`config.mk`:
```
export PLATFORM = sky130hd
export DESIGN_NAME = ifd_mix
export DESIGN_NICKNAME = d
export VERILOG_FILES = /design/src/ifd_pkg.sv /design/src/ifd_mix.sv
export SDC_FILE = /design/constraint.sdc
export NUM_CORES = 2
export LEC_CHECK = 0
export BUFFER_PORTS_ARGS = -buffer_cell sky130_fd_sc_hd__clkbuf_2
export CAP_MARGIN = 20
export CORE_ASPECT_RATIO = 0.7
export CORE_MARGIN = 5
export CORE_UTILIZATION = 25
export DETAILED_ROUTE_END_ITERATION = 10
export GPL_TIMING_DRIVEN = 0
export PLACE_DENSITY = 0.5
export REMOVE_ABC_BUFFERS = 1
export SYNTH_ARGS = -nofsm -noshare
export SYNTH_HDL_FRONTEND = slang
export SYNTH_SLANG_ARGS = --single-unit
```
`constraint.sdc`:
```
create_clock -name clk -period 10 [get_ports clk]
set_clock_uncertainty 0.15 [all_clocks]
set_input_delay 2 -clock clk [delete_from_list [all_inputs] [get_ports clk]]
set_output_delay 2 -clock clk [all_outputs]
set_load 0.05 [all_outputs]
```
`src/ifd_pkg.sv`:
```
`default_nettype none

package ifd_pkg;

  // Build-time configuration
  localparam int CORDIC_STAGES    = 16;
  localparam int PHASE_BITS       = 16;
  localparam int SAMPLE_FRAC_BITS = 8;

  localparam int NSTG  = (CORDIC_STAGES < 24) ? CORDIC_STAGES : 24;
  localparam int SHW   = $clog2(NSTG);

  // Field widths
  localparam int IN_W    = 8;
  localparam int OUT_W   = 16;
  localparam int THR_W   = 16;
  localparam int SHIFT_W = 5;
  localparam int XW      = IN_W + 1;
  localparam int XOFS    = 127;
  localparam int PW      = 2 * (XW - 1) + 1;

  // DC tracker
  localparam int AVG_FRAC     = 23;
  localparam int AVG_W        = 32;
  localparam int DW           = AVG_W + 1;
  localparam int DC_OUT_SHIFT = AVG_FRAC - SAMPLE_FRAC_BITS;
  localparam int VW_RAW       = DW - DC_OUT_SHIFT + 1;
  localparam int LANE_W       = 18;
  localparam int VW           = (VW_RAW > LANE_W) ? VW_RAW : LANE_W + 1;
  localparam int LANE_MAX     = 2 ** (LANE_W - 1) - 1;
  localparam int LANE_MIN     = -(2 ** (LANE_W - 1));

  // Mixer / CORDIC
  localparam int PRW = 2 * LANE_W;
  localparam int ZW  = 2 * LANE_W + 3;
  localparam logic [PHASE_BITS-1:0] QUARTER = PHASE_BITS'(1) << (PHASE_BITS - 2);

  // Config register indexes
  localparam int CFG_IDX_W = 3;
  localparam logic [CFG_IDX_W-1:0] CFG_DC_EN   = 3'd0;
  localparam logic [CFG_IDX_W-1:0] CFG_CONJ_EN = 3'd1;
  localparam logic [CFG_IDX_W-1:0] CFG_SQ_EN   = 3'd2;
  localparam logic [CFG_IDX_W-1:0] CFG_SQ_THR  = 3'd3;
  localparam logic [CFG_IDX_W-1:0] CFG_DC_SHF  = 3'd4;

  typedef struct packed {
    logic               dc_en;
    logic               conj_en;
    logic               sq_en;
    logic [THR_W-1:0]   sq_thr;
    logic [SHIFT_W-1:0] dc_shift;
  } cfg_t;

  localparam cfg_t CFG_RESET = '{
    dc_en: 1'b0, conj_en: 1'b1, sq_en: 1'b0,
    sq_thr: THR_W'(0), dc_shift: SHIFT_W'(17)
  };

  // Per-request sideband carried down the pipeline
  typedef struct packed {
    logic valid;
    logic sq;
    logic last;
    logic zero;
  } meta_t;

  // atan(2^-i), pi = 2^31
  function automatic logic [31:0] atan_full(input int i);
    logic [31:0] a;
    case (i)
      0:  a = 32'd536870912;
      1:  a = 32'd316933406;
      2:  a = 32'd167458907;
      3:  a = 32'd85004756;
      4:  a = 32'd42667331;
      5:  a = 32'd21354465;
      6:  a = 32'd10679838;
      7:  a = 32'd5340245;
      8:  a = 32'd2670163;
      9:  a = 32'd1335087;
      10: a = 32'd667544;
      11: a = 32'd333772;
      12: a = 32'd166886;
      13: a = 32'd83443;
      14: a = 32'd41722;
      15: a = 32'd20861;
      16: a = 32'd10430;
      17: a = 32'd5215;
      18: a = 32'd2608;
      19: a = 32'd1304;
      20: a = 32'd652;
      21: a = 32'd326;
      22: a = 32'd163;
      23: a = 32'd81;
      default: a = 32'd0;
    endcase
    return a;
  endfunction

  // Micro-rotation angle rounded to PHASE_BITS
  function automatic logic [PHASE_BITS-1:0] cordic_step(input int i);
    logic [32:0] s;
    s = {1'b0, atan_full(i)} + (33'd1 << (31 - PHASE_BITS));
    return s[31 -: PHASE_BITS];
  endfunction

endpackage

`default_nettype wire

```
`src/ifd_mix.sv`:
```
`default_nettype none

module ifd_mix (
  input  logic                                 clk,
  input  logic                                 rst_n,
  input  logic                                 adv,
  input  ifd_pkg::meta_t                       meta_i,
  input  logic signed [ifd_pkg::LANE_W-1:0]    cur_i,
  input  logic signed [ifd_pkg::LANE_W-1:0]    cur_q,
  input  logic signed [ifd_pkg::LANE_W-1:0]    prev_i,
  input  logic signed [ifd_pkg::LANE_W-1:0]    prev_q,
  output ifd_pkg::meta_t                       meta_o,
  output logic signed [ifd_pkg::ZW-1:0]        x_o,
  output logic signed [ifd_pkg::ZW-1:0]        y_o,
  output logic [ifd_pkg::PHASE_BITS-1:0]       ang_o
);
  import ifd_pkg::*;

  // Stage D: cur * conj(prev), four partial products
  meta_t                 meta_d_r;
  logic signed [PRW-1:0] p_rr_r, p_qq_r, p_qi_r, p_iq_r;

  always_ff @(posedge clk) begin
    if (!rst_n) begin
      meta_d_r <= '0;
    end else if (adv) begin
      meta_d_r <= meta_i;
    end
  end

  always_ff @(posedge clk) begin
    if (adv) begin
      p_rr_r <= cur_i * prev_i;
      p_qq_r <= cur_q * prev_q;
      p_qi_r <= cur_q * prev_i;
      p_iq_r <= cur_i * prev_q;
    end
  end

  // Stage E: sum, zero test, fold left half plane into the right
  logic signed [ZW-1:0]     zr, zi, x_nxt, y_nxt;
  logic [PHASE_BITS-1:0]    ang_nxt;
  meta_t                    meta_nxt;
  meta_t                    meta_e_r;
  logic signed [ZW-1:0]     x_e_r, y_e_r;
  logic [PHASE_BITS-1:0]    ang_e_r;

  always_comb begin
    zr = ZW'(p_rr_r) + ZW'(p_qq_r);
    zi = ZW'(p_qi_r) - ZW'(p_iq_r);
    meta_nxt      = meta_d_r;
    meta_nxt.zero = (zr == '0) && (zi == '0);
    if (zr[ZW-1]) begin
      if (!zi[ZW-1]) begin
        x_nxt   = zi;
        y_nxt   = -zr;
        ang_nxt = QUARTER;
      end else begin
        x_nxt   = -zi;
        y_nxt   = zr;
        ang_nxt = PHASE_BITS'(0) - QUARTER;
      end
    end else begin
      x_nxt   = zr;
      y_nxt   = zi;
      ang_nxt = '0;
    end
  end

  always_ff @(posedge clk) begin
    if (!rst_n) begin
      meta_e_r <= '0;
    end else if (adv) begin
      meta_e_r <= meta_nxt;
    end
  end

  always_ff @(posedge clk) begin
    if (adv) begin
      x_e_r   <= x_nxt;
      y_e_r   <= y_nxt;
      ang_e_r <= ang_nxt;
    end
  end

  assign meta_o = meta_e_r;
  assign x_o    = x_e_r;
  assign y_o    = y_e_r;
  assign ang_o  = ang_e_r;

endmodule

`default_nettype wire

```
==> results_dict.tcl <==
set metrics [dict create \
    synth_seq_cells 231 \
    r2r-end "x_o[26]" \
    slowest_stage "a2111oi_0" \
    portBuffers 161 \
    syn_area_per_cell_um2 9.33 \
    antenna_found_initial 19 \
    cts.clk_slew.worst_paths_ps 60 \
    holdCritStartpoint "meta_o[0]" \
    cts_made_buffers 31 \
    route.detailed.drc 0 \
    drive_gt1_frac 0.0510 \
    maxSlewViolCount 0 \
    critPathRequiredTime_ps 10230 \
    gr-total-overflow 0 \
    final_nets 8440 \
    synth_area_um2 62100 \
    setup_tns_ps 0 \
    min_delay_path_depth 2 \
    synth_ff_type "edfxtp_1" \
    cap_violations 0 \
    rsz0062_at_grt "no" \
    setup_violations 0 \
    start_util 0.251 \
    synthArstFlopShare 0 \
    fp.dieH_um 427 \
    worstHoldPathType "reg -> reg" \
    cp-start-kind "input port" \
    crit_path_max_incr_delay_ps 890 \
    die_w_um 606 \
    yosysSeqAreaShare 0.111 \
    postRouteAntennaNets 0 \
    grt_pass1_vias 47200 \
    path_buf_inv 5 \
    dp_hpwl_um 142000 \
    cp_num_cells 25 \
    critPathArrivalTime_ps 9930 \
    wl_per_cell_um 18.0 \
    post_cts_buffers 0 \
    cts_tree "done" \
    crit_type "in -> reg" \
    status "finished, final reports clean" \
    crit_end "p_qq_r[32]" \
    cts_hold_buffers 0 \
    grt_pass1_wl_um 286000 \
    die_area_um2 259000 \
    cp_common_cell "ha_1" \
    cts-root-buf "clkbuf_16" \
    period_minus_slack_ps 9700 \
    startpoint "cur_q[6]" \
    coreArea_um2 248000 \
    synth_edf_count 224 \
    area_growth_syn_to_layout_pct 10.0 \
    firstDrtPassIters 6 \
    tightest_slew_ps 1200 \
    ff2ff_setup_slack_ps 3130 \
    crit_fanout 19 \
    grt_use_total 0.143 \
    drtIter0Drc 3165 \
    crit_family "compound AO/OA/AOI/OAI gates" \
    synth_cell_types 101 \
    clockBufferDepth 3 \
    cts_max_level 1 \
    synth_warnings 0 \
    max_freq_mhz 103 \
    cts.sinks 231 \
    grt_start_max_net_pins 108 \
    clk_latency_ps 660 \
    rows 153 \
    num_io_pins 177 \
    fin_crit_sh 0.970 \
    cp-end-kind "flop" \
    synth_cells 6655 \
    hold_viol 0 \
    gp_congestion 0.858 \
    routed_wl_um 179000 \
    r2r_cells 18 \
    regToRegStartpoint "p_qi_r[0]" \
    max_slew_margin 0.198 \
    vias 43900 \
    routed_via_density 4.40 \
]
==> through the flow <==
stage               instances  cell area [um2]  worst slack, ps  hold WS (ps)   util
floorplan                6346            60900             1650           332      -
global placement         9839            65900             -710           337  0.266
detailed placement       9865            66500             -690           343  0.268
CTS                      9923            67500             39.1           354  0.272
global route             9956            68300              103           386  0.276
finish                   9965            68300              303           348  0.276
==> cells in the mapped netlist, types with 5 or more instances <==
| master | count | area share |
|---|---|---|
| inv_1 | 1537 | 0.093 |
| fa_1 | 1318 | 0.42 |
| nand2_1 | 712 | 0.043 |
| and2_1 | 665 | 0.067 |
| ha_1 | 446 | 0.090 |
| clkbuf_1 | 290 | 0.018 |
| edfxtp_1 | 224 | 0.11 |
| a21oi_1 | 202 | 0.016 |
| nor2_1 | 200 | 0.012 |
| xnor2_1 | 193 | 0.027 |
| o21ai_0 | 126 | 0.010 |
| a21o_1 | 85 | 0.010 |
| xor2_1 | 70 | 0.0099 |
| nand3_1 | 42 | 0.0034 |
| nand2b_1 | 41 | 0.0041 |
| o21a_1 | 34 | 0.0041 |
| nor3_1 | 31 | 0.0025 |
| nor2b_1 | 27 | 0.0027 |
| mux2i_1 | 25 | 0.0040 |
| o21bai_1 | 24 | 0.0029 |
| a31oi_1 | 21 | 0.0021 |
| and3_1 | 19 | 0.0019 |
| buf_2 | 19 | 0.0015 |
| a211oi_1 | 18 | 0.0022 |
| nand4_1 | 18 | 0.0018 |
| o31ai_1 | 17 | 0.0021 |
| buf_4 | 14 | 0.0017 |
| or3_1 | 14 | 0.0014 |
| nor4_1 | 12 | 0.0012 |
| or2_2 | 12 | 0.0012 |
| o21ai_1 | 11 | 0.00089 |
| a21boi_0 | 10 | 0.0012 |
| o211ai_1 | 10 | 0.0012 |
| or4_1 | 8 | 0.00097 |
| a211o_1 | 7 | 0.00099 |
| a221oi_1 | 7 | 0.00099 |
| dfxtp_1 | 7 | 0.0023 |
| nor3b_1 | 7 | 0.00085 |
| nor4b_1 | 7 | 0.00099 |
| o31a_1 | 6 | 0.00085 |
| nand3b_1 | 5 | 0.00060 |
| o221ai_1 | 5 | 0.00070 |
==> cell usage in the layout (no fill, tap or decap), drive strengths merged, types with 9 or more instances in the layout <==
cell type and instances:
inv 1541, fa 1318, nand2 712, and2 668, ha 446, edfxtp 224, a21oi 203, nor2 200
clkbuf 195, xnor2 193, o21ai 140, a21o 86, xor2 70, buf 57, nand3 42, nand2b 42
o21a 34, nor3 32, nor2b 27, mux2i 25, o21bai 24, a31oi 23, and3 21, a211oi 21
nand4 18, o31ai 17, conb 16, or3 14, nor4 14, clkinv 14, or2 13, diode 11
o211ai 10, a21boi 10, or4 9, a221oi 9, nor4b 9
==> how the worst min path moves through the flow <==
stage,slack [ps],end
floorplan,330,meta_d_r[1]
global placement,340,meta_o[0]
detailed placement,340,meta_o[0]
CTS,350,meta_o[0]
global route,390,meta_o[0]
finish,350,meta_o[0]
==> worst reg2reg max path: cells and delay by family (launching register included) <==
family | cells | cell delay (ps)
AND/OR/NAND/NOR | 1 | 210
adder cells (fa/ha/maj) | 2 | 610
multiplexers | 1 | 280
XOR/XNOR | 1 | 170
buffers and inverters | 4 | 1120
flip-flops | 1 | 350
AO/OA/AOI/OAI | 9 | 3730
==> layout make-up <==
type                       count  area, um2
antenna                       11       27.5
clock buffer                  35        811
clock inverter                23        204
fill                       26400     180000
inverter                    1539       5780
multi-input combinational   4576      48300
sequential                   231       6870
tap                         3332       4170
timing repair buffer         218       2190
==> what timing repair did <==
item	4_1_cts	5_1_grt
endpoints found under the setup margin	1	3
gates resized for setup	1	5
pin swaps	0	0
gates cloned	0	0
==> flip-flops by register name, indices dropped and copies added, names as in the netlist <==
name      cells
ang_o         2
y_o          39
p_qi_r       36
x_o          39
meta_o        4
p_iq_r       36
meta_d_r      3
p_rr_r       36
p_qq_r       36
==> metal layers <==
layer	global-route usage	wire [um]
met4	0.0317	4390
met3	0.0303	13300
met5	0.00431	303
met2	0.195	68400
met1	0.225	92500
==> cell families (layout without fill, tap and decap cells) <==
group / Yosys count / in the layout / share of synthesized area
simple gates: 1854 / 1854 / 0.151
flops: 231 / 231 / 0.111
buf+inv: 1863 / 1815 / 0.114
xor+xnor: 263 / 263 / 0.0371
compound gates: 652 / 652 / 0.0682
mux: 27 / 27 / 0.00439
fa+ha+maj: 1764 / 1764 / 0.515
other cells: 1 / 27 / 0.0000604
Power is left out: the tool's default activity adds up to more than one toggle a clock period on the data nets, which glitch-free logic cannot reach.
