$ cat src/ifd_pkg.sv
`default_nettype none

package ifd_pkg;

  // Build-time configuration
  localparam int CORDIC_STAGES    = 16;
  localparam int PHASE_BITS       = 16;
  localparam int SAMPLE_FRAC_BITS = 8;

  localparam int NSTG  = (CORDIC_STAGES < 24) ? CORDIC_STAGES : 24;
  localparam int SHW   = $clog2(NSTG);

  // Field widths
  localparam int IN_W    = 8;
  localparam int OUT_W   = 16;
  localparam int THR_W   = 16;
  localparam int SHIFT_W = 5;
  localparam int XW      = IN_W + 1;
  localparam int XOFS    = 127;
  localparam int PW      = 2 * (XW - 1) + 1;

  // DC tracker
  localparam int AVG_FRAC     = 23;
  localparam int AVG_W        = 32;
  localparam int DW           = AVG_W + 1;
  localparam int DC_OUT_SHIFT = AVG_FRAC - SAMPLE_FRAC_BITS;
  localparam int VW_RAW       = DW - DC_OUT_SHIFT + 1;
  localparam int LANE_W       = 18;
  localparam int VW           = (VW_RAW > LANE_W) ? VW_RAW : LANE_W + 1;
  localparam int LANE_MAX     = 2 ** (LANE_W - 1) - 1;
  localparam int LANE_MIN     = -(2 ** (LANE_W - 1));

  // Mixer / CORDIC
  localparam int PRW = 2 * LANE_W;
  localparam int ZW  = 2 * LANE_W + 3;
  localparam logic [PHASE_BITS-1:0] QUARTER = PHASE_BITS'(1) << (PHASE_BITS - 2);

  // Config register indexes
  localparam int CFG_IDX_W = 3;
  localparam logic [CFG_IDX_W-1:0] CFG_DC_EN   = 3'd0;
  localparam logic [CFG_IDX_W-1:0] CFG_CONJ_EN = 3'd1;
  localparam logic [CFG_IDX_W-1:0] CFG_SQ_EN   = 3'd2;
  localparam logic [CFG_IDX_W-1:0] CFG_SQ_THR  = 3'd3;
  localparam logic [CFG_IDX_W-1:0] CFG_DC_SHF  = 3'd4;

  typedef struct packed {
    logic               dc_en;
    logic               conj_en;
    logic               sq_en;
    logic [THR_W-1:0]   sq_thr;
    logic [SHIFT_W-1:0] dc_shift;
  } cfg_t;

  localparam cfg_t CFG_RESET = '{
    dc_en: 1'b0, conj_en: 1'b1, sq_en: 1'b0,
    sq_thr: THR_W'(0), dc_shift: SHIFT_W'(17)
  };

  // Per-request sideband carried down the pipeline
  typedef struct packed {
    logic valid;
    logic sq;
    logic last;
    logic zero;
  } meta_t;

  // atan(2^-i), pi = 2^31
  function automatic logic [31:0] atan_full(input int i);
    logic [31:0] a;
    case (i)
      0:  a = 32'd536870912;
      1:  a = 32'd316933406;
      2:  a = 32'd167458907;
      3:  a = 32'd85004756;
      4:  a = 32'd42667331;
      5:  a = 32'd21354465;
      6:  a = 32'd10679838;
      7:  a = 32'd5340245;
      8:  a = 32'd2670163;
      9:  a = 32'd1335087;
      10: a = 32'd667544;
      11: a = 32'd333772;
      12: a = 32'd166886;
      13: a = 32'd83443;
      14: a = 32'd41722;
      15: a = 32'd20861;
      16: a = 32'd10430;
      17: a = 32'd5215;
      18: a = 32'd2608;
      19: a = 32'd1304;
      20: a = 32'd652;
      21: a = 32'd326;
      22: a = 32'd163;
      23: a = 32'd81;
      default: a = 32'd0;
    endcase
    return a;
  endfunction

  // Micro-rotation angle rounded to PHASE_BITS
  function automatic logic [PHASE_BITS-1:0] cordic_step(input int i);
    logic [32:0] s;
    s = {1'b0, atan_full(i)} + (33'd1 << (31 - PHASE_BITS));
    return s[31 -: PHASE_BITS];
  endfunction

endpackage

`default_nettype wire

$ cat src/ifd_cell.sv
`default_nettype none

module ifd_cell (
  input  logic                              clk,
  input  logic                              rst_n,
  input  logic                              adv,
  input  logic [ifd_pkg::SHW-1:0]           sh,
  input  logic [ifd_pkg::PHASE_BITS-1:0]    step,
  input  ifd_pkg::meta_t                    meta_i,
  input  logic signed [ifd_pkg::ZW-1:0]     x_i,
  input  logic signed [ifd_pkg::ZW-1:0]     y_i,
  input  logic [ifd_pkg::PHASE_BITS-1:0]    ang_i,
  output ifd_pkg::meta_t                    meta_o,
  output logic signed [ifd_pkg::ZW-1:0]     x_o,
  output logic signed [ifd_pkg::ZW-1:0]     y_o,
  output logic [ifd_pkg::PHASE_BITS-1:0]    ang_o
);
  import ifd_pkg::*;

  logic signed [ZW-1:0]  dx, dy, x_nxt, y_nxt;
  logic [PHASE_BITS-1:0] ang_nxt;
  meta_t                 meta_r;
  logic signed [ZW-1:0]  x_r, y_r;
  logic [PHASE_BITS-1:0] ang_r;

  // One vectoring micro-rotation: drive y toward zero
  always_comb begin
    dx = y_i >>> sh;
    dy = x_i >>> sh;
    if (!y_i[ZW-1]) begin
      x_nxt   = x_i + dx;
      y_nxt   = y_i - dy;
      ang_nxt = ang_i + step;
    end else begin
      x_nxt   = x_i - dx;
      y_nxt   = y_i + dy;
      ang_nxt = ang_i - step;
    end
  end

  always_ff @(posedge clk) begin
    if (!rst_n) begin
      meta_r <= '0;
    end else if (adv) begin
      meta_r <= meta_i;
    end
  end

  always_ff @(posedge clk) begin
    if (adv) begin
      x_r   <= x_nxt;
      y_r   <= y_nxt;
      ang_r <= ang_nxt;
    end
  end

  assign meta_o = meta_r;
  assign x_o    = x_r;
  assign y_o    = y_r;
  assign ang_o  = ang_r;

endmodule

`default_nettype wire

$ cat config.mk
export PLATFORM = sky130hd
export DESIGN_NAME = ifd_cell
export DESIGN_NICKNAME = d
export VERILOG_FILES = /design/src/ifd_pkg.sv /design/src/ifd_cell.sv
export SDC_FILE = /design/constraint.sdc
export NUM_CORES = 1
export LEC_CHECK = 0
export BUFFER_PORTS_ARGS = -buffer_cell sky130_fd_sc_hd__buf_2
export CAP_MARGIN = 15
export CELL_PAD_IN_SITES_DETAIL_PLACEMENT = 2
export CELL_PAD_IN_SITES_GLOBAL_PLACEMENT = 2
export CORE_ASPECT_RATIO = 0.8
export CORE_MARGIN = 2
export CORE_UTILIZATION = 39
export DETAILED_ROUTE_END_ITERATION = 8
export PLACE_DENSITY = 0.85
export SLEW_MARGIN = 40
export SYNTH_ARGS = -nofsm -noshare
export SYNTH_HDL_FRONTEND = slang
export SYNTH_SLANG_ARGS = --single-unit
$ cat constraint.sdc
create_clock -name clk -period 17.3 [get_ports clk]
set_input_delay 3.46 -clock clk [delete_from_list [all_inputs] [get_ports clk]]
set_output_delay 3.46 -clock clk [all_outputs]
set_load 0.005 [all_outputs]
==> results.ini, run 1 <==
[status]
status = completed

[final_layout]
fillers = 3994
nNetsFinal = 1914
final_cell_mix = buf_2 (215), a21oi_1 (150), nand2_1 (134), nor2_1 (130), xnor2_1 (117)
layout_commonest_cell = buf_2
multiInputGateArea_um2 = 10520
drive_above_1_share_pct = 23.03
syn_to_final_growth_pct = 12.05
regArea_um2 = 2903

[critical_path]
max_stage_delay_ns = 0.73
crit_arrival_ns = 10.38
path_cells = buf_4, buf_4, mux4_2, mux2_2, a2111oi_0, a22o_1, and2_1, and4_1, and2b_1, nor2b_1, a31oi_1, xnor2_1, ha_1, nand3_1, nor3_1, o2111ai_1, o221a_2, a31oi_1, or4_1, a31o_2, a21oi_1, xnor2_1
critPathMaxFanout = 54
slowest_stage = buf_4
worst_ep_required_time_ns = 17.44
critPathKind = in -> reg
endpoint_kind = flop
crit_path_start_kind = input pin

[sta]
worst_pin_slew_ns = 0.8760
relSlewSlack_pct = 40.09
timing.fmax_mhz = 97.62
tns_ns = 0
fin_crit_ns = 10.24
min_period_over_period_pct = 59.22
slew_violations = 0
finalWorstSetupSlack_ns = 7.056
clock_skew_ns = 0
rsz0062_at_grt = false
hold_viol_final = 0
setup_viol = 0
whs_ns = 0.5261

[detailed_routing]
drt-initial-drc-count = 955
drtAntennaViolNets = 0
num_vias = 13686
wl_per_cell_um = 25.28
drtPass1Iterations = 5
vias_per_cell = 6.272
remaining_drc_errors = 0
drt-total-wl_um = 55160

[grt]
grt_pass1_vias = 14667
grt_overflow = 0
antenna_found_initial = 6
grtUsageTotal_pct = 28.96
grt_pass1_wl_um = 85420
grt_max_degree = 90

[logic_synthesis]
yosys.cell_types.count = 86
ys.warnings.count = 0
synth_area_leader_cell = edfxtp_1
synth_top_area_share_pct = 20.18
syn_area_per_cell_um2 = 9.166
synth-main-ff-cell = edfxtp_1
mappedNetlistNets = 1747
synth-edff-count = 94
synth_seq_area_share_pct = 20.75
async_reset_ff_share_pct = 0
synth_area_um2 = 13990
ys_ff_latch = 98
synth_area_leaders = edfxtp_1 (20%), mux4_2 (15%), ha_1 (8.7%), xnor2_1 (7.3%), a21oi_1 (5.4%)
netlist_instances = 1526

[clock_network]
clk_latency_ns = 0.39
cts_tree = built
cts.path.max_buffers = 2
holdBufCountCts = 0
cts.repair.resized = 0
clkSinkCount = 98
clkTransAtPathRegs_ns = 0.07
cts_root_buf = clkbuf_16
htree_levels = 3
cts_made_buffers = 9
post_cts_buffers = 0

[floorplan]
rows = 62
dieWidth_um = 215.7
core_um2 = 35610
dieArea_um2 = 37400
pin_count = 219
dieHeight_um = 173.4
start_util_pct = 39.28

[hold_path]
hp-class = reg -> reg

[power]
peakVddDrop_mv = 0.04455
power_uw = 1321
p_per_area_nw_per_um2 = 84.31
power_leakage_uw = 0.006369

[placed_design]
dpl.hpwl_um = 43100
port_buffers = 218
gp_congestion = 0.8762
pre_cts_ws_ns = 6.781

[flow_run]
cap_viol_max_count = 0

-- path summary, 6_finish.rpt --
check	endpoint	slack (ns)	start	cells after the start
worst max-delay path	y_o[35]$_DFFE_PP_	7.06	sh[0]	22
worst min-delay path	meta_o[2]$_SDFFE_PN0P_	0.53	meta_o[2]$_SDFFE_PN0P_	2
worst max register to register	meta_o[0]$_SDFFE_PN0P_	16.68	meta_o[0]$_SDFFE_PN0P_	2
worst min register to register	meta_o[2]$_SDFFE_PN0P_	0.53	meta_o[2]$_SDFFE_PN0P_	2
-- sequential cells by signal (all words and copies together) (netlist names) --
signal / count
ang_o: 16
meta_o: 4
y_o: 39
x_o: 39
-- worst max-delay path, delay by kind of cell --
kind	cells	cell delay, ns
AO/OA/AOI/OAI	8	2.05
multiplexers	2	1.00
AND/OR/NAND/NOR	7	1.92
XOR/XNOR	2	0.30
buffers and inverters	2	1.20
adder cells (fa/ha/maj)	1	0.38
-- kinds of logic after synthesis --
group	synth area share, %
buffers and inverters	4.079
and+or+nand+nor	15.33
DFF	20.75
xor gates and xnor gates	9.831
AOI/OAI and AO/OA	19.62
adders and majority gates	9.106
muxes	21.28
-- final cells by class --
type	count	share of cell area [%]
clock inverter	7	0.2954
inverter	48	1.174
antenna	4	0.06387
multi-input combinational	1308	67.12
tap	480	3.832
timing repair buffer	228	7.560
clock buffer	9	1.437
sequential	98	18.52
-- per-stage QoR --
step	area, µm²	util (%)	cells
after floorplan	13990	-	1526
after CTS	15650	43.95	2178
after global routing	15670	44.02	2182
final	15670	44.02	2182
after detailed placement	15380	43.19	2162
after global placement	15370	43.17	2162
-- layer usage --
metal  GRT usage (%)  up-vias  part of all wire (%)
li1                -     6122                     -
met1           36.51     6916                    41
met2           50.13      523                    50
met3           4.825      123                   5.8
met4           10.03        2                   3.3
met5               0        -                 0.024
-- cell usage after synthesis, types with 28 or more instances --
cell type and instances:
edfxtp_1 94, a21o_1 42, mux2_2 34, nor2_1 130, ha_1 97, mux4_2 94, o21a_1 28, a21oi_1 150
mux2i_1 45, inv_1 46, nand2_1 134, xnor2_1 117, xor2_1 40, o21ai_0 80
-- power by group --
| part | internal, µW | switching, µW | leakage [µW] |
|---|---|---|---|
| Clock | 97.2 | 105 | 0.000132 |
| Combinational | 314 | 436 | 0.00528 |
| Sequential | 352 | 17.0 | 0.000953 |
Power figures use the tool's default switching activity.
==> run 2, diff against run 1 <==
Settings changed: ABC_AREA set to 1, CORE_UTILIZATION 39 to 28, PLACE_DENSITY 0.85 to 0.75.
Clock period 17.3 ns to 8.3 ns, I/O delays scaled along.
==> run 2 against run 1 <==
Compared with the run above:
- register-to-register slack worse by 9.0 ns
- critical endpoint is now x_o[34]$_DFFE_PP_
- global-route usage is 4.0 points lower
- total power is 120% higher
==> results.ini, run 2 <==
[clock_network]
cts.path.max_buffers = 2  ; unchanged
htree_levels = 3  ; unchanged
clkSinkCount = 98  ; unchanged
cts.repair.resized = 0  ; unchanged
clkTransAtPathRegs_ns = 0.08  ; about the same
cts_tree = built
cts_made_buffers = 9  ; unchanged
cts_root_buf = clkbuf_16
clk_latency_ns = 0.40  ; about the same
holdBufCountCts = 0  ; unchanged
post_cts_buffers = 0  ; unchanged

[floorplan]
dieHeight_um = 208.2  ; +20%
dieWidth_um = 259.3  ; +20%
rows = 74  ; +19%
dieArea_um2 = 53990  ; +44%
start_util_pct = 28.46  ; -11 points
pin_count = 219  ; unchanged
core_um2 = 51290  ; +44%

[power]
power_leakage_uw = 0.007993  ; +26%
switching_share_pct = 45.99  ; +3.8 points
p_comb_share_pct = 55.3  ; -1.5 points
p_sw_uw = 1313  ; +140%
peakVddDrop_mv = 0.08037  ; +80%
power_frac_clock_pct = 17.9  ; +2.6 points
pwr-share-seq_pct = 26.8  ; -1.1 points
p_per_area_nw_per_um2 = 171.6  ; +100%
p_int_uw = 1541  ; +100%

[flow_run]
cap_viol_max_count = 0  ; unchanged

[grt]
grt_pass1_vias = 17870  ; +22%
grt_max_degree = 76  ; -16%
grt_overflow = 0  ; unchanged
grtUsageTotal_pct = 24.93  ; -4.0 points
antenna_found_initial = 0  ; -6
grt_pass1_wl_um = 105100  ; +23%

[detailed_routing]
drtAntennaViolNets = 0  ; unchanged
remaining_drc_errors = 0  ; unchanged
drtPass1Iterations = 5  ; unchanged
drt-initial-drc-count = 1079  ; +13%
num_vias = 17001  ; +24%
vias_per_cell = 5.265  ; -16%
wl_per_cell_um = 21.03  ; -17%
drt-total-wl_um = 67890  ; +23%

[hold_path]
min_from = meta_o[1]$_SDFFE_PN0P_
hold_end = meta_o[1]$_SDFFE_PN0P_
holdPathStages = 2  ; unchanged
hp-class = reg -> reg

[logic_synthesis]
syn_area_per_cell_um2 = 6.152  ; -33%
yosys.cell_types.count = 50  ; -42%
netlist_instances = 2373  ; +56%
synth_seq_area_share_pct = 19.88  ; -0.87 points
async_reset_ff_share_pct = 0  ; unchanged
synth_area_um2 = 14600  ; +4.4%
synth_area_leader_cell = edfxtp_1
ys_ff_latch = 98  ; unchanged
synth-main-ff-cell = edfxtp_1
mappedNetlistNets = 2594  ; +48%
synth.most_common_cell = nand2_1
ys.warnings.count = 0  ; unchanged
synth_common_cells = nand2_1 (709), nand3_1 (406), nor2_1 (217)
synth_area_leaders = edfxtp_1 (19%), nand2_1 (18%), nand3_1 (14%), ha_1 (8.3%), nor2_1 (5.6%)
synth-edff-count = 94  ; unchanged
synth_top_area_share_pct = 19.33  ; -0.85 points

[critical_path]
critPathMaxFanout = 49  ; -9.3%
crit_path_start_kind = input pin
worstRegToRegCells = 2  ; unchanged
reg2reg_slack_ns = 7.64  ; -9.04 ns
reg2reg_to = meta_o[3]$_SDFFE_PN0P_
reg2reg_from = meta_o[3]$_SDFFE_PN0P_
worst_ep_required_time_ns = 8.45  ; -8.99 ns
crit_arrival_ns = 7.24  ; -3.14 ns
critPathKind = in -> reg
endpoint_kind = flop

[status]
status = completed

[placed_design]
pre_cts_ws_ns = 0.9575  ; -5.824 ns
port_buffers = 218  ; unchanged
dpl.hpwl_um = 57280  ; +33%
gp_congestion = 0.8789  ; +0.31%

[final_layout]
syn_to_final_growth_pct = 13.88
drive_above_1_share_pct = 12.42  ; -11 points
nNetsFinal = 2761  ; +44%
final_cell_mix = nand2_1 (709), nand3_1 (406), nor2_1 (217), buf_2 (216), inv_1 (214)
layout_commonest_cell = nand2_1
diodes = 0  ; -4

[sta]
setup_viol = 0  ; unchanged
min_period_over_period_pct = 85.47
rsz0062_at_grt = false
finalWorstSetupSlack_ns = 1.206  ; -5.850 ns
fin_crit_ns = 7.094
relSlewSlack_pct = 43.49  ; +3.4 points
worst_pin_slew_ns = 0.8420  ; -0.03397 ns
hold_viol_final = 0  ; unchanged
timing.fmax_mhz = 141.0
tns_ns = 0  ; unchanged
slew_violations = 0  ; unchanged
clock_skew_ns = 0  ; unchanged

==> run 2: power by group through the flow <==
stage / Clock (µW) / Combinational, µW / Sequential, µW
after detailed placement: 0 / 1560 / 781
after CTS: 528 / 1580 / 770
final: 510 / 1580 / 766
after global routing: 539 / 1750 / 778
after floorplan: 0 / 961 / 791
after global placement: 0 / 1510 / 768
==> run 2: worst max path at each step <==
| stage | startpoint | to | slack [ns] | cells past startpoint |
|---|---|---|---|---|
| final | sh[0] | x_o[34]$_DFFE_PP_ | 1.21 | 27 |
| after global placement | sh[0] | x_o[34]$_DFFE_PP_ | 0.90 | 27 |
| after floorplan | sh[0] | y_o[31]$_DFFE_PP_ | 3.17 | 27 |
| after CTS | sh[0] | x_o[34]$_DFFE_PP_ | 1.37 | 27 |
| after detailed placement | sh[0] | x_o[34]$_DFFE_PP_ | 0.96 | 27 |
| after global routing | sh[0] | x_o[34]$_DFFE_PP_ | 0.83 | 27 |
==> run 2: cell families (layout without fill, tap and decap cells) <==
group / count (synthesis) / in the layout / share of synthesized area, %
simple gates: 1416 / 1416 / 41.55
fa+ha+maj: 100 / 100 / 8.725
buf+inv: 309 / 481 / 8.879
compound gates: 303 / 303 / 12.14
xor+xnor: 147 / 147 / 8.819
flops: 98 / 98 / 19.88
==> run 2: per-stage QoR <==
step / hold slack [ns] / instance area [µm²] / power (µW) / util [%] / cells
2_1_floorplan: 0.4870 / 14600 / 1752 / - / 2373
3_3_place_gp: 0.4725 / 16270 / 2280 / 31.73 / 3213
3_5_place_dp: 0.4905 / 16290 / 2345 / 31.75 / 3213
4_1_cts: 0.5104 / 16620 / 2877 / 32.41 / 3229
5_1_grt: 0.5624 / 16630 / 3072 / 32.41 / 3229
6_report: 0.4995 / 16630 / 2854 / 32.41 / 3229
==> run 2: metal layers <==
metal  vias up  wire, µm  track usage (%)
li1       8251         -                -
met5         -         0                0
met1      8386     33630            35.61
met4         0      1127            5.133
met2       314     30630            40.28
met3        50      2498            2.741
==> run 2: final cells by class <==
class / count / area (µm²)
multi-input combinational: 1966 / 10410
clock inverter: 6 / 96.34
tap: 684 / 855.8
inverter: 229 / 859.6
timing repair buffer: 236 / 1260
fill: 6496 / 34670
sequential: 98 / 2903
clock buffer: 10 / 239.0
==> run 2: worst max-delay path, cell delays in order <==
cell	delay (ns)
buf_4	0.41
inv_2	0.38
buf_4	0.34
nand2_1	0.09
nand2_1	0.05
inv_1	0.07
nand2_1	0.07
nand3_1	0.13
nand3_1	0.10
nand2_1	0.14
ha_1	0.38
inv_1	0.15
nor2_1	0.15
nand2_1	0.13
nand2_1	0.17
nand2_2	0.11
nor2_4	0.22
xnor2_1	0.12
ha_1	0.40
nand2_1	0.12
nor2_1	0.22
nand2_1	0.14
nor4_2	0.54
a21oi_1	0.23
o21bai_1	0.34
a21oi_1	0.15
xnor2_1	0.18
