[src/ifd_pkg.sv]
`default_nettype none

package ifd_pkg;

  // Build-time configuration
  localparam int CORDIC_STAGES    = 16;
  localparam int PHASE_BITS       = 16;
  localparam int SAMPLE_FRAC_BITS = 8;

  localparam int NSTG  = (CORDIC_STAGES < 24) ? CORDIC_STAGES : 24;
  localparam int SHW   = $clog2(NSTG);

  // Field widths
  localparam int IN_W    = 8;
  localparam int OUT_W   = 16;
  localparam int THR_W   = 16;
  localparam int SHIFT_W = 5;
  localparam int XW      = IN_W + 1;
  localparam int XOFS    = 127;
  localparam int PW      = 2 * (XW - 1) + 1;

  // DC tracker
  localparam int AVG_FRAC     = 23;
  localparam int AVG_W        = 32;
  localparam int DW           = AVG_W + 1;
  localparam int DC_OUT_SHIFT = AVG_FRAC - SAMPLE_FRAC_BITS;
  localparam int VW_RAW       = DW - DC_OUT_SHIFT + 1;
  localparam int LANE_W       = 18;
  localparam int VW           = (VW_RAW > LANE_W) ? VW_RAW : LANE_W + 1;
  localparam int LANE_MAX     = 2 ** (LANE_W - 1) - 1;
  localparam int LANE_MIN     = -(2 ** (LANE_W - 1));

  // Mixer / CORDIC
  localparam int PRW = 2 * LANE_W;
  localparam int ZW  = 2 * LANE_W + 3;
  localparam logic [PHASE_BITS-1:0] QUARTER = PHASE_BITS'(1) << (PHASE_BITS - 2);

  // Config register indexes
  localparam int CFG_IDX_W = 3;
  localparam logic [CFG_IDX_W-1:0] CFG_DC_EN   = 3'd0;
  localparam logic [CFG_IDX_W-1:0] CFG_CONJ_EN = 3'd1;
  localparam logic [CFG_IDX_W-1:0] CFG_SQ_EN   = 3'd2;
  localparam logic [CFG_IDX_W-1:0] CFG_SQ_THR  = 3'd3;
  localparam logic [CFG_IDX_W-1:0] CFG_DC_SHF  = 3'd4;

  typedef struct packed {
    logic               dc_en;
    logic               conj_en;
    logic               sq_en;
    logic [THR_W-1:0]   sq_thr;
    logic [SHIFT_W-1:0] dc_shift;
  } cfg_t;

  localparam cfg_t CFG_RESET = '{
    dc_en: 1'b0, conj_en: 1'b1, sq_en: 1'b0,
    sq_thr: THR_W'(0), dc_shift: SHIFT_W'(17)
  };

  // Per-request sideband carried down the pipeline
  typedef struct packed {
    logic valid;
    logic sq;
    logic last;
    logic zero;
  } meta_t;

  // atan(2^-i), pi = 2^31
  function automatic logic [31:0] atan_full(input int i);
    logic [31:0] a;
    case (i)
      0:  a = 32'd536870912;
      1:  a = 32'd316933406;
      2:  a = 32'd167458907;
      3:  a = 32'd85004756;
      4:  a = 32'd42667331;
      5:  a = 32'd21354465;
      6:  a = 32'd10679838;
      7:  a = 32'd5340245;
      8:  a = 32'd2670163;
      9:  a = 32'd1335087;
      10: a = 32'd667544;
      11: a = 32'd333772;
      12: a = 32'd166886;
      13: a = 32'd83443;
      14: a = 32'd41722;
      15: a = 32'd20861;
      16: a = 32'd10430;
      17: a = 32'd5215;
      18: a = 32'd2608;
      19: a = 32'd1304;
      20: a = 32'd652;
      21: a = 32'd326;
      22: a = 32'd163;
      23: a = 32'd81;
      default: a = 32'd0;
    endcase
    return a;
  endfunction

  // Micro-rotation angle rounded to PHASE_BITS
  function automatic logic [PHASE_BITS-1:0] cordic_step(input int i);
    logic [32:0] s;
    s = {1'b0, atan_full(i)} + (33'd1 << (31 - PHASE_BITS));
    return s[31 -: PHASE_BITS];
  endfunction

endpackage

`default_nettype wire

[src/ifd_front.sv]
`default_nettype none

module ifd_front (
  input  logic                               clk,
  input  logic                               rst_n,
  input  logic                               adv,
  input  logic                               in_valid,
  input  logic                               in_last,
  input  logic [ifd_pkg::IN_W-1:0]           in_i,
  input  logic [ifd_pkg::IN_W-1:0]           in_q,
  input  ifd_pkg::cfg_t                      cfg,
  output ifd_pkg::meta_t                     meta_c,
  output logic signed [ifd_pkg::LANE_W-1:0]  cur_i,
  output logic signed [ifd_pkg::LANE_W-1:0]  cur_q,
  output logic signed [ifd_pkg::LANE_W-1:0]  prev_i,
  output logic signed [ifd_pkg::LANE_W-1:0]  prev_q
);
  import ifd_pkg::*;

  function automatic logic signed [AVG_W-1:0] dc_update(
    input logic signed [XW-1:0]    x,
    input logic signed [AVG_W-1:0] avg,
    input logic [SHIFT_W-1:0]      sh
  );
    logic signed [DW-1:0] d;
    logic signed [DW-1:0] s;
    d = (DW'(x) <<< AVG_FRAC) - DW'(avg);
    s = d >>> sh;
    return avg + AVG_W'(s);
  endfunction

  function automatic logic signed [LANE_W-1:0] lane_out(
    input logic signed [XW-1:0]    x,
    input logic signed [AVG_W-1:0] avg,
    input logic                    dc_en,
    input logic                    neg
  );
    logic signed [DW-1:0] d;
    logic signed [VW-1:0] v;
    logic signed [LANE_W-1:0] r;
    d = (DW'(x) <<< AVG_FRAC) - DW'(avg);
    if (dc_en) begin
      v = VW'(d >>> DC_OUT_SHIFT);
    end else begin
      v = VW'(x) <<< SAMPLE_FRAC_BITS;
    end
    if (neg) begin
      v = -v;
    end
    if (v > VW'(LANE_MAX)) begin
      r = LANE_W'(LANE_MAX);
    end else if (v < VW'(LANE_MIN)) begin
      r = LANE_W'(LANE_MIN);
    end else begin
      r = LANE_W'(v);
    end
    return r;
  endfunction

  // Stage A: offset removal and power squelch
  logic signed [XW-1:0]   xi_a, xq_a;
  logic signed [2*XW-1:0] pi_a, pq_a;
  logic [PW-1:0]          pwr_a;
  logic                   sq_a;
  meta_t                  meta_a_r;
  logic signed [XW-1:0]   xi_a_r, xq_a_r;

  always_comb begin
    xi_a  = $signed({1'b0, in_i}) - XW'(XOFS);
    xq_a  = $signed({1'b0, in_q}) - XW'(XOFS);
    pi_a  = xi_a * xi_a;
    pq_a  = xq_a * xq_a;
    pwr_a = PW'($unsigned(pi_a)) + PW'($unsigned(pq_a));
    sq_a  = cfg.sq_en && (pwr_a < PW'(cfg.sq_thr));
  end

  always_ff @(posedge clk) begin
    if (!rst_n) begin
      meta_a_r <= '0;
    end else if (adv) begin
      meta_a_r <= '{valid: in_valid, sq: sq_a, last: in_last, zero: 1'b0};
    end
  end

  always_ff @(posedge clk) begin
    if (adv) begin
      xi_a_r <= sq_a ? '0 : xi_a;
      xq_a_r <= sq_a ? '0 : xq_a;
    end
  end

  // Stage B: DC tracker update; avg_*_r then belongs to the request in stage B
  logic signed [AVG_W-1:0] avg_i_r, avg_q_r, avg_i_nxt, avg_q_nxt;
  meta_t                   meta_b_r;
  logic signed [XW-1:0]    xi_b_r, xq_b_r;

  always_comb begin
    avg_i_nxt = dc_update(xi_a_r, avg_i_r, cfg.dc_shift);
    avg_q_nxt = dc_update(xq_a_r, avg_q_r, cfg.dc_shift);
  end

  always_ff @(posedge clk) begin
    if (!rst_n) begin
      avg_i_r  <= '0;
      avg_q_r  <= '0;
      meta_b_r <= '0;
    end else if (adv) begin
      meta_b_r <= meta_a_r;
      if (meta_a_r.valid && cfg.dc_en) begin
        avg_i_r <= avg_i_nxt;
        avg_q_r <= avg_q_nxt;
      end
    end
  end

  always_ff @(posedge clk) begin
    if (adv) begin
      xi_b_r <= xi_a_r;
      xq_b_r <= xq_a_r;
    end
  end

  // Stage C: DC removal, conjugate, saturate; keep previous sample
  logic signed [LANE_W-1:0] ci_nxt, cq_nxt;
  logic signed [LANE_W-1:0] cur_i_r, cur_q_r, prev_i_r, prev_q_r;
  meta_t                    meta_c_r;

  always_comb begin
    ci_nxt = lane_out(xi_b_r, avg_i_r, cfg.dc_en, 1'b0);
    cq_nxt = lane_out(xq_b_r, avg_q_r, cfg.dc_en, cfg.conj_en);
  end

  always_ff @(posedge clk) begin
    if (!rst_n) begin
      cur_i_r  <= '0;
      cur_q_r  <= '0;
      prev_i_r <= '0;
      prev_q_r <= '0;
      meta_c_r <= '0;
    end else if (adv) begin
      meta_c_r <= meta_b_r;
      if (meta_b_r.valid) begin
        prev_i_r <= cur_i_r;
        prev_q_r <= cur_q_r;
        cur_i_r  <= ci_nxt;
        cur_q_r  <= cq_nxt;
      end
    end
  end

  assign meta_c = meta_c_r;
  assign cur_i  = cur_i_r;
  assign cur_q  = cur_q_r;
  assign prev_i = prev_i_r;
  assign prev_q = prev_q_r;

endmodule

`default_nettype wire

[config.mk]
export PLATFORM = sky130hd
export DESIGN_NAME = ifd_front
export DESIGN_NICKNAME = d
export VERILOG_FILES = /design/src/ifd_pkg.sv /design/src/ifd_front.sv
export SDC_FILE = /design/constraint.sdc
export NUM_CORES = 1
export LEC_CHECK = 0
export BUFFER_PORTS_ARGS = -buffer_cell sky130_fd_sc_hd__buf_2
export CORE_MARGIN = 3
export CORE_UTILIZATION = 37
export DETAILED_ROUTE_END_ITERATION = 6
export GPL_ROUTABILITY_DRIVEN = 0
export SLEW_MARGIN = 30
export SYNTH_ARGS = -nofsm -noshare
export SYNTH_HDL_FRONTEND = slang
export SYNTH_SLANG_ARGS = --single-unit
[constraint.sdc]
create_clock -name clk -period 10.3 [get_ports clk]
set_clock_uncertainty 0.05 [all_clocks]
set_input_delay 1.545 -clock clk [delete_from_list [all_inputs] [get_ports clk]]
set_output_delay 1.545 -clock clk [all_outputs]
set_load 0.05 [all_outputs]
==> flow_summary.ini, run 1 <==
[critical_path]
cp_data_required_time_ns = 10.47
crit_path_frequent_cell = fa_1
timing.rr.end = avg_i_r[31]
crit_end = xq_a_r[7]
rr_worst_depth = 20
reg2reg_from = avg_i_r[7]
reg2reg_slack_ns = 2.48
startpoint_type = primary input
worstSetupStartpoint = in_q[1]
cpPeakStageDelay_ns = 0.55
path_max_fanout = 19
crit_path_end_kind = flip-flop
critical_path_arrival_ns = 9.60
cp_slowest_cell = fa_1
path_class = in -> reg

[sta]
finalHoldViolCount = 0
fmax_ghz = 0.106
setup_viol_count_final = 0
worst_pin_slew_ns = 0.987
tns_ns = 0
post-route-min-period_ns = 9.44
slew_violations = 0
finalCritPeriodShare_pct = 91.6
grt_setup_unrepaired = false
maxSlewHeadroom_pct = 34.0

[status]
status = finished clean

[synth]
async_flop_share_pct = 0
syn_inst = 2857
ys.flop_type = dfxtp_1
synth_edf_count = 36
postSynthAreaPerCell_um2 = 7.95
netlist_area_um2 = 22700
syn_nets = 3223
ys_types = 97
ys_ff_latch = 181
ys_seq_area_share_pct = 17.5
yosys_warnings = 0

[detailed_routing]
vias = 20810
wirelength_um = 68500
drt_iter0_drc = 1710
viasPerCell = 5.67
antenna_left = 0
wl_per_cell_um = 18.7
dr.pass1.iters = 6
remaining_drc_errors = 0

[die]
initial_core_util_pct = 37.5
fp.dieH_um = 254
placementRows = 90
die_x_um = 254
dieArea_um2 = 64400
ios = 121
core_um2 = 60600

[clock_tree]
clk_pin_slew_worst_paths_ns = 0.07
clk_latency_ns = 0.48
cts.repair.resized = 0
htreeDepth = 4
cts.sinks = 181
postCtsSetupBuffers = 0
cts_buffer_depth = 2
cts_tree = done
cts-root-buf = clkbuf_16
cts_hold_buf = 0
cts_made_buffers = 17

[placement]
io_buffers = 119
hpwlAfterDp_um = 53100

[cells_and_area]
final_nets = 3240
area.growth.synth_to_final_pct = 8.22
fillers = 6291
drive_above_1_share_pct = 9.73
antennaDiodeCount = 0

[global_route]
grt_pass1_wl_um = 108000
grt_pass1_vias = 19310
grt_max_degree = 76
track_usage_pct = 21.2
antenna_found_initial = 3
gr-total-overflow = 0

[worst_hold_path]
worstHoldPathType = reg -> reg
hold_depth = 2
hold_start = prev_q[8]

[flow_run]
maxCapViolations = 0
[worst max-delay path: cells and delay by family]
family / cells / cell delay (ns)
simple gates: 7 / 1.11
fa+ha+maj: 10 / 4.47
compound gates: 10 / 1.67
buf+inv: 7 / 0.65
xor+xnor: 1 / 0.14
[synthesized netlist by cell type, drive strengths merged (55+ instances only)]
| cell | number | area [um^2] |
|---|---|---|
| nand2 | 325 | 1220 |
| a21oi | 278 | 1410 |
| inv | 237 | 890 |
| nor2 | 236 | 893 |
| ha | 182 | 2280 |
| dfxtp | 145 | 2900 |
| fa | 139 | 2780 |
| o21ai | 134 | 671 |
| clkbuf | 124 | 465 |
| xnor2 | 103 | 902 |
| mux2i | 102 | 1020 |
| nor3 | 61 | 310 |
| nand3 | 57 | 285 |
| xor2 | 55 | 482 |
[state kept, by name (all words and copies together), names as in the netlist]
register,count
meta_b_r,3
meta_c,3
xi_b_r,9
cur_q,18
xi_a_r,9
cur_i,18
xq_a_r,9
avg_i_r,32
prev_q,18
avg_q_r,32
prev_i,18
xq_b_r,9
meta_a_r,3
[routing by layer]
| layer | GRT usage [%] | wire (um) |
|---|---|---|
| met5 | 0 | 0 |
| met4 | 6.01 | 1700 |
| met3 | 2.71 | 3970 |
| met2 | 34.5 | 31600 |
| met1 | 29.4 | 31200 |
[logic make-up (layout without fill, tap and decap cells)]
group / after synthesis / count (layout) / share of synthesized area (%)
flops: 181 / 181 / 17.5
fa+ha+maj: 326 / 326 / 22.5
buf+inv: 399 / 429 / 6.71
compound gates: 758 / 758 / 21.2
mux: 140 / 140 / 7.37
other cells: 1 / 1 / 0.0165
xor+xnor: 158 / 158 / 6.09
simple gates: 894 / 894 / 18.5
[final cells by class]
class,instances,area (um^2),area share (%)
clock buffer,21,472,1.92
clock inverter,11,128,0.519
inverter,239,900,3.66
multi-input combinational,2277,17200,70.1
sequential,181,3980,16.2
tap,782,978,3.98
timing repair buffer,158,891,3.63
[worst min path at each step]
stage / slack, ns / endpoint
after floorplan: 0.38 / xi_b_r[0]
after global placement: 0.39 / prev_q[11]
after detailed placement: 0.39 / prev_i[6]
after CTS: 0.40 / prev_q[8]
after global routing: 0.42 / prev_i[7]
final: 0.40 / prev_q[8]
[cells in the final DEF, fill, tap and decap left out, types with 26 or more instances in the layout]
cell type  count
a211oi_1      44
a21o_1        48
a21oi_1      274
a31oi_1       26
buf_2        118
buf_4         40
dfxtp_1      145
edfxtp_1      36
fa_1         139
ha_1         182
inv_1        233
mux2i_1      102
nand2_1      324
nand2b_1      35
nand3_1       56
nor2_1       235
nor3_1        60
o211ai_1      26
o21ai_0      131
or3_1         30
xnor2_1      103
xor2_1        55
[metrics by stage]
stage               setup WS [ns]  utilization, %  cell area, um^2  std cells  hold WS (ns)
finish                      0.865            40.6            24600       3669         0.403
global route                0.363            40.6            24600       3669         0.419
CTS                         0.906            40.6            24600       3669         0.404
detailed placement          0.389            39.6            24000       3637         0.394
global placement            0.411            39.6            24000       3637         0.391
floorplan                   0.547               -            22700       2857         0.383
Power of run 1 is left out: the tool's default activity adds up to more than one toggle a clock period on the data nets, which glitch-free logic cannot reach.
==> run 2: changes to the inputs <==
==> constraint.sdc (replaced) <==
create_clock -name clk -period 10.4 [get_ports clk]
set_clock_uncertainty 0.05 [all_clocks]
set_input_delay 1.56 -clock clk [delete_from_list [all_inputs] [get_ports clk]]
set_output_delay 1.56 -clock clk [all_outputs]
set_load 0.05 [all_outputs]
==> run 2 against run 1 <==
Effect of this change: first-iteration DRC count grew 0.76%; critical path depth down 2; cell count about the same; cell area about the same; worst hold slack hardly changed; highest routed layer unchanged; clock-buffer cell count unchanged.
==> flow_summary.ini, run 2 (synthesis results as in run 1) <==
[detailed_routing]
wirelength_um = 68100
dr.pass1.iters = 5
viasPerCell = 5.65
vias = 20701
antenna_left = 0
remaining_drc_errors = 0
drt_iter0_drc = 1723
wl_per_cell_um = 18.6

[critical_path]
rr_worst_depth = 20
cp_slowest_cell = fa_1
worstSetupStartpoint = in_i[0]
path_class = in -> reg
path_max_fanout = 19
crit_path_end_kind = flip-flop
crit_path_frequent_cell = fa_1
crit_end = xq_a_r[1]
cp_data_required_time_ns = 10.56
reg2reg_slack_ns = 2.82
reg2reg_from = avg_i_r[7]
critical_path_arrival_ns = 9.83
timing.rr.end = avg_i_r[31]
cpPeakStageDelay_ns = 0.55
startpoint_type = primary input
worst-path-stages = 33
worst-path-buf-inv = 6
cp_top_family = adder cells

[cells_and_area]
layout_commonest_cell = nand2_1
antennaDiodeCount = 0
final_nets = 3237
area.growth.synth_to_final_pct = 8.12
drive_above_1_share_pct = 9.64
fillers = 6290
largest_registers = avg_i_r x32, avg_q_r x32
layout_common_cells = nand2_1 (324), a21oi_1 (274), nor2_1 (235)

[clock_tree]
htreeDepth = 4
cts_made_buffers = 17
cts-root-buf = clkbuf_16
cts_buffer_depth = 2
clk_pin_slew_worst_paths_ns = 0.07
clk_latency_ns = 0.49
cts_hold_buf = 0
cts.repair.resized = 0
cts.sinks = 181
cts_tree = done
postCtsSetupBuffers = 0

[die]
dieArea_um2 = 64400
ios = 121
die_x_um = 254
placementRows = 90
fp.dieH_um = 254
initial_core_util_pct = 37.5
core_um2 = 60600

[sta]
finalCritPeriodShare_pct = 93.0
grt_setup_unrepaired = false
fmax_ghz = 0.103
finalHoldViolCount = 0
tns_ns = 0
slew_violations = 0
setup_viol_count_final = 0
maxSlewHeadroom_pct = 38.3
post-route-min-period_ns = 9.67
worst_pin_slew_ns = 0.923

[global_route]
grt_pass1_vias = 19232
grt_pass1_wl_um = 108000
track_usage_pct = 21.1
antenna_found_initial = 4
gr-total-overflow = 0
grt_max_degree = 76

[placement]
io_buffers = 119
hpwlAfterDp_um = 53100

[status]
status = finished clean

[worst_hold_path]
worstHoldPathType = reg -> reg

[flow_run]
maxCapViolations = 0
run 2: cell count changes in the layout (fill, tap and decap cells not counted), sizes merged:
cell / previous run / this run
inv: 247 / 246
buf: 158 / 155
clkinv: 2 / 3
run 2: metrics by stage:
| stage | std cells | hold slack [ns] | setup slack, ns | instance area (um^2) | util (%) |
|---|---|---|---|---|---|
| 3_5_place_dp | 3634 | 0.394 | 0.242 | 24000 | 39.5 |
| 2_1_floorplan | 2857 | 0.383 | 0.632 | 22700 | - |
| 4_1_cts | 3666 | 0.405 | 0.761 | 24500 | 40.5 |
| 5_1_grt | 3666 | 0.423 | 0.151 | 24600 | 40.5 |
| 3_3_place_gp | 3634 | 0.389 | 0.317 | 23900 | 39.5 |
| 6_report | 3666 | 0.403 | 0.730 | 24600 | 40.5 |
run 2: worst register-to-register path: cells and delay by family, from the launching register on:
kind / cells / cell delay (ns)
fa+ha+maj: 1 / 0.31
compound gates: 8 / 2.77
flops: 1 / 0.44
mux: 3 / 1.23
xor+xnor: 1 / 0.12
simple gates: 7 / 2.51
run 2: how the worst min path moves through the flow:
stage | startpoint | endpoint | slack [ns] | cells past startpoint
CTS | prev_i[15] | prev_i[15] | 0.40 | 2
global route | prev_q[7] | prev_q[7] | 0.42 | 2
finish | prev_i[4] | prev_i[4] | 0.40 | 2
floorplan | xi_a_r[0] | xi_b_r[0] | 0.38 | 0
detailed placement | prev_i[15] | prev_i[15] | 0.39 | 2
global placement | prev_i[5] | prev_i[5] | 0.39 | 2
run 2: layout make-up:
cell class / count / area [um^2] / area share [%]
flip-flops and latches: 181 / 3980 / 16.2
well taps: 782 / 978 / 3.99
clock buffers: 21 / 472 / 1.92
repair buffers: 155 / 868 / 3.54
multi-input cells: 2277 / 17200 / 70.2
inverters: 239 / 900 / 3.66
clock inverters: 11 / 126 / 0.515
run 2: routing by layer:
metal | vias up | wire length [um] | global-route usage [%]
met5 | - | 0 | 0
met4 | 0 | 1580 | 6.39
met3 | 78 | 3670 | 2.47
met2 | 604 | 32100 | 34.7
met1 | 9904 | 30800 | 29.1
li1 | 10115 | - | -
Power of run 2 is left out for the same reason.
==> run 3: changes to the inputs <==
--- a/config.mk
+++ b/config.mk
@@ -6,7 +6,7 @@
 export NUM_CORES = 1
 export LEC_CHECK = 0
 export BUFFER_PORTS_ARGS = -buffer_cell sky130_fd_sc_hd__buf_2
-export CORE_MARGIN = 3
+export CORE_MARGIN = 2
 export CORE_UTILIZATION = 37
 export DETAILED_ROUTE_END_ITERATION = 6
 export GPL_ROUTABILITY_DRIVEN = 0
==> run 3 against run 2 <==
Effect of this change: cell count increased by 0.22%; sequential cell count unchanged; via count decreased by 0.57%; first-iteration DRC count decreased by 3.3%; cell area increased by 0.19%; routed wire length decreased by 0.11%; worst hold slack got worse by 0.0018 ns; non-clock buffer count increased by 6; setup slack improved by 0.020 ns.
==> flow_summary.ini, run 3 (synthesis results as in run 1) <==
[cells_and_area]
final_nets = 3243
fillers = 6262
finalNonFillerCells = 3674
drive_above_1_share_pct = 9.86
largest_registers = avg_i_r x32, avg_q_r x32
layout_commonest_cell = nand2_1
area.growth.synth_to_final_pct = 8.33
layout_common_cells = nand2_1 (324), a21oi_1 (274), nor2_1 (235)

[sta]
tns_ns = 0
slew_violations = 0
finalHoldViolCount = 0
worst_pin_slew_ns = 0.930
finalCritPeriodShare_pct = 92.8
fin_ws_ns = 0.750
grt_setup_unrepaired = false
maxSlewHeadroom_pct = 38.0
timing.hold.ws_ns = 0.401
post-route-min-period_ns = 9.65
fmax_ghz = 0.104
setup_viol_count_final = 0

[detailed_routing]
drt_iter0_drc = 1666
antenna_left = 0
viasPerCell = 5.60
wl_per_cell_um = 18.5
dr.pass1.iters = 5
remaining_drc_errors = 0
wirelength_um = 68100
vias = 20582

[critical_path]
crit_path_frequent_cell = fa_1
rr_worst_depth = 21
timing.rr.end = avg_i_r[31]
reg2reg_slack_ns = 2.78
reg2reg_from = avg_i_r[7]
worstSetupStartpoint = in_i[0]
startpoint_type = primary input
cp_slowest_cell = fa_1
crit_path_end_kind = flip-flop
cpPeakStageDelay_ns = 0.55
critical_path_arrival_ns = 9.84
path_class = in -> reg
path_max_fanout = 19
cp_data_required_time_ns = 10.59

[global_route]
gr-total-overflow = 0
antenna_found_initial = 4
grt_pass1_vias = 19607
grt_max_degree = 82
track_usage_pct = 21.6
grt_pass1_wl_um = 109000

[die]
fp.dieH_um = 252
core_um2 = 60500
initial_core_util_pct = 37.6
dieArea_um2 = 63400
die_x_um = 252
placementRows = 90
ios = 121

[clock_tree]
cts_buffer_depth = 2
cts-root-buf = clkbuf_16
cts_made_buffers = 17
htreeDepth = 4
cts.sinks = 181
cts_hold_buf = 0
postCtsSetupBuffers = 0
clk_latency_ns = 0.51
clk_pin_slew_worst_paths_ns = 0.07
cts_tree = done
cts.repair.resized = 0

[placement]
hpwlAfterDp_um = 53100
place_ws_ns = 0.245
placedCellCount = 3639
io_buffers = 119

[worst_hold_path]
worstHoldPathType = reg -> reg
holdPathEnd = prev_q[10]
hold_depth = 2
hold_start = prev_q[10]

[status]
status = finished clean

[flow_run]
maxCapViolations = 0
run 3: cell count changes in the layout (fill, tap and decap cells not counted), moves of 2 or more:
cell / previous run / this run
diode_2: 0 / 2
clkinv_8: 1 / 5
clkinv_4: 0 / 3
clkinvlp_4: 0 / 2
inv_6: 6 / 2
buf_4: 37 / 42
clkbuf_1: 2 / 0
run 3: final cells by class:
cell class                 instances  area, um^2  area share (%)
multi-input combinational       2277       17200            70.0
clock inverter                    15         179           0.727
sequential                       181        3980            16.2
inverter                         239         900            3.66
tap                              782         978            3.98
timing repair buffer             161         911            3.70
clock buffer                      17         425            1.73
antenna                            2        5.00          0.0203
run 3: worst max-delay path, delay by kind of cell:
kind / cells / cell delay [ns]
buffers and inverters: 6 / 0.84
and+or+nand+nor: 5 / 0.93
adders and majority gates: 10 / 4.37
xor gates and xnor gates: 2 / 0.50
AOI/OAI and AO/OA: 10 / 1.61
run 3: worst max path at each step:
stage / to / depth (start not counted) / slack [ns]
2_1_floorplan: xq_a_r[6] / 34 / 0.63
5_1_grt: xq_a_r[1] / 33 / 0.11
3_5_place_dp: xq_a_r[8] / 33 / 0.25
4_1_cts: xq_a_r[8] / 33 / 0.76
3_3_place_gp: xi_a_r[6] / 33 / 0.34
6_report: xq_a_r[8] / 33 / 0.75
run 3: stage by stage:
stage | cell area [um^2] | util, %
6_report | 24600 | 40.7
5_1_grt | 24600 | 40.7
4_1_cts | 24600 | 40.7
3_5_place_dp | 24000 | 39.7
3_3_place_gp | 24000 | 39.7
2_1_floorplan | 22700 | -
run 3: per-layer routing:
layer | global-route usage, % | up-vias | part of all wire (%)
met1 | 29.5 | 9798 | 46
met2 | 35.4 | 570 | 47
li1 | - | 10136 | -
met4 | 7.77 | 0 | 2.6
met5 | 0 | - | 0
met3 | 2.40 | 78 | 4.5
Power of run 3 is left out for the same reason.
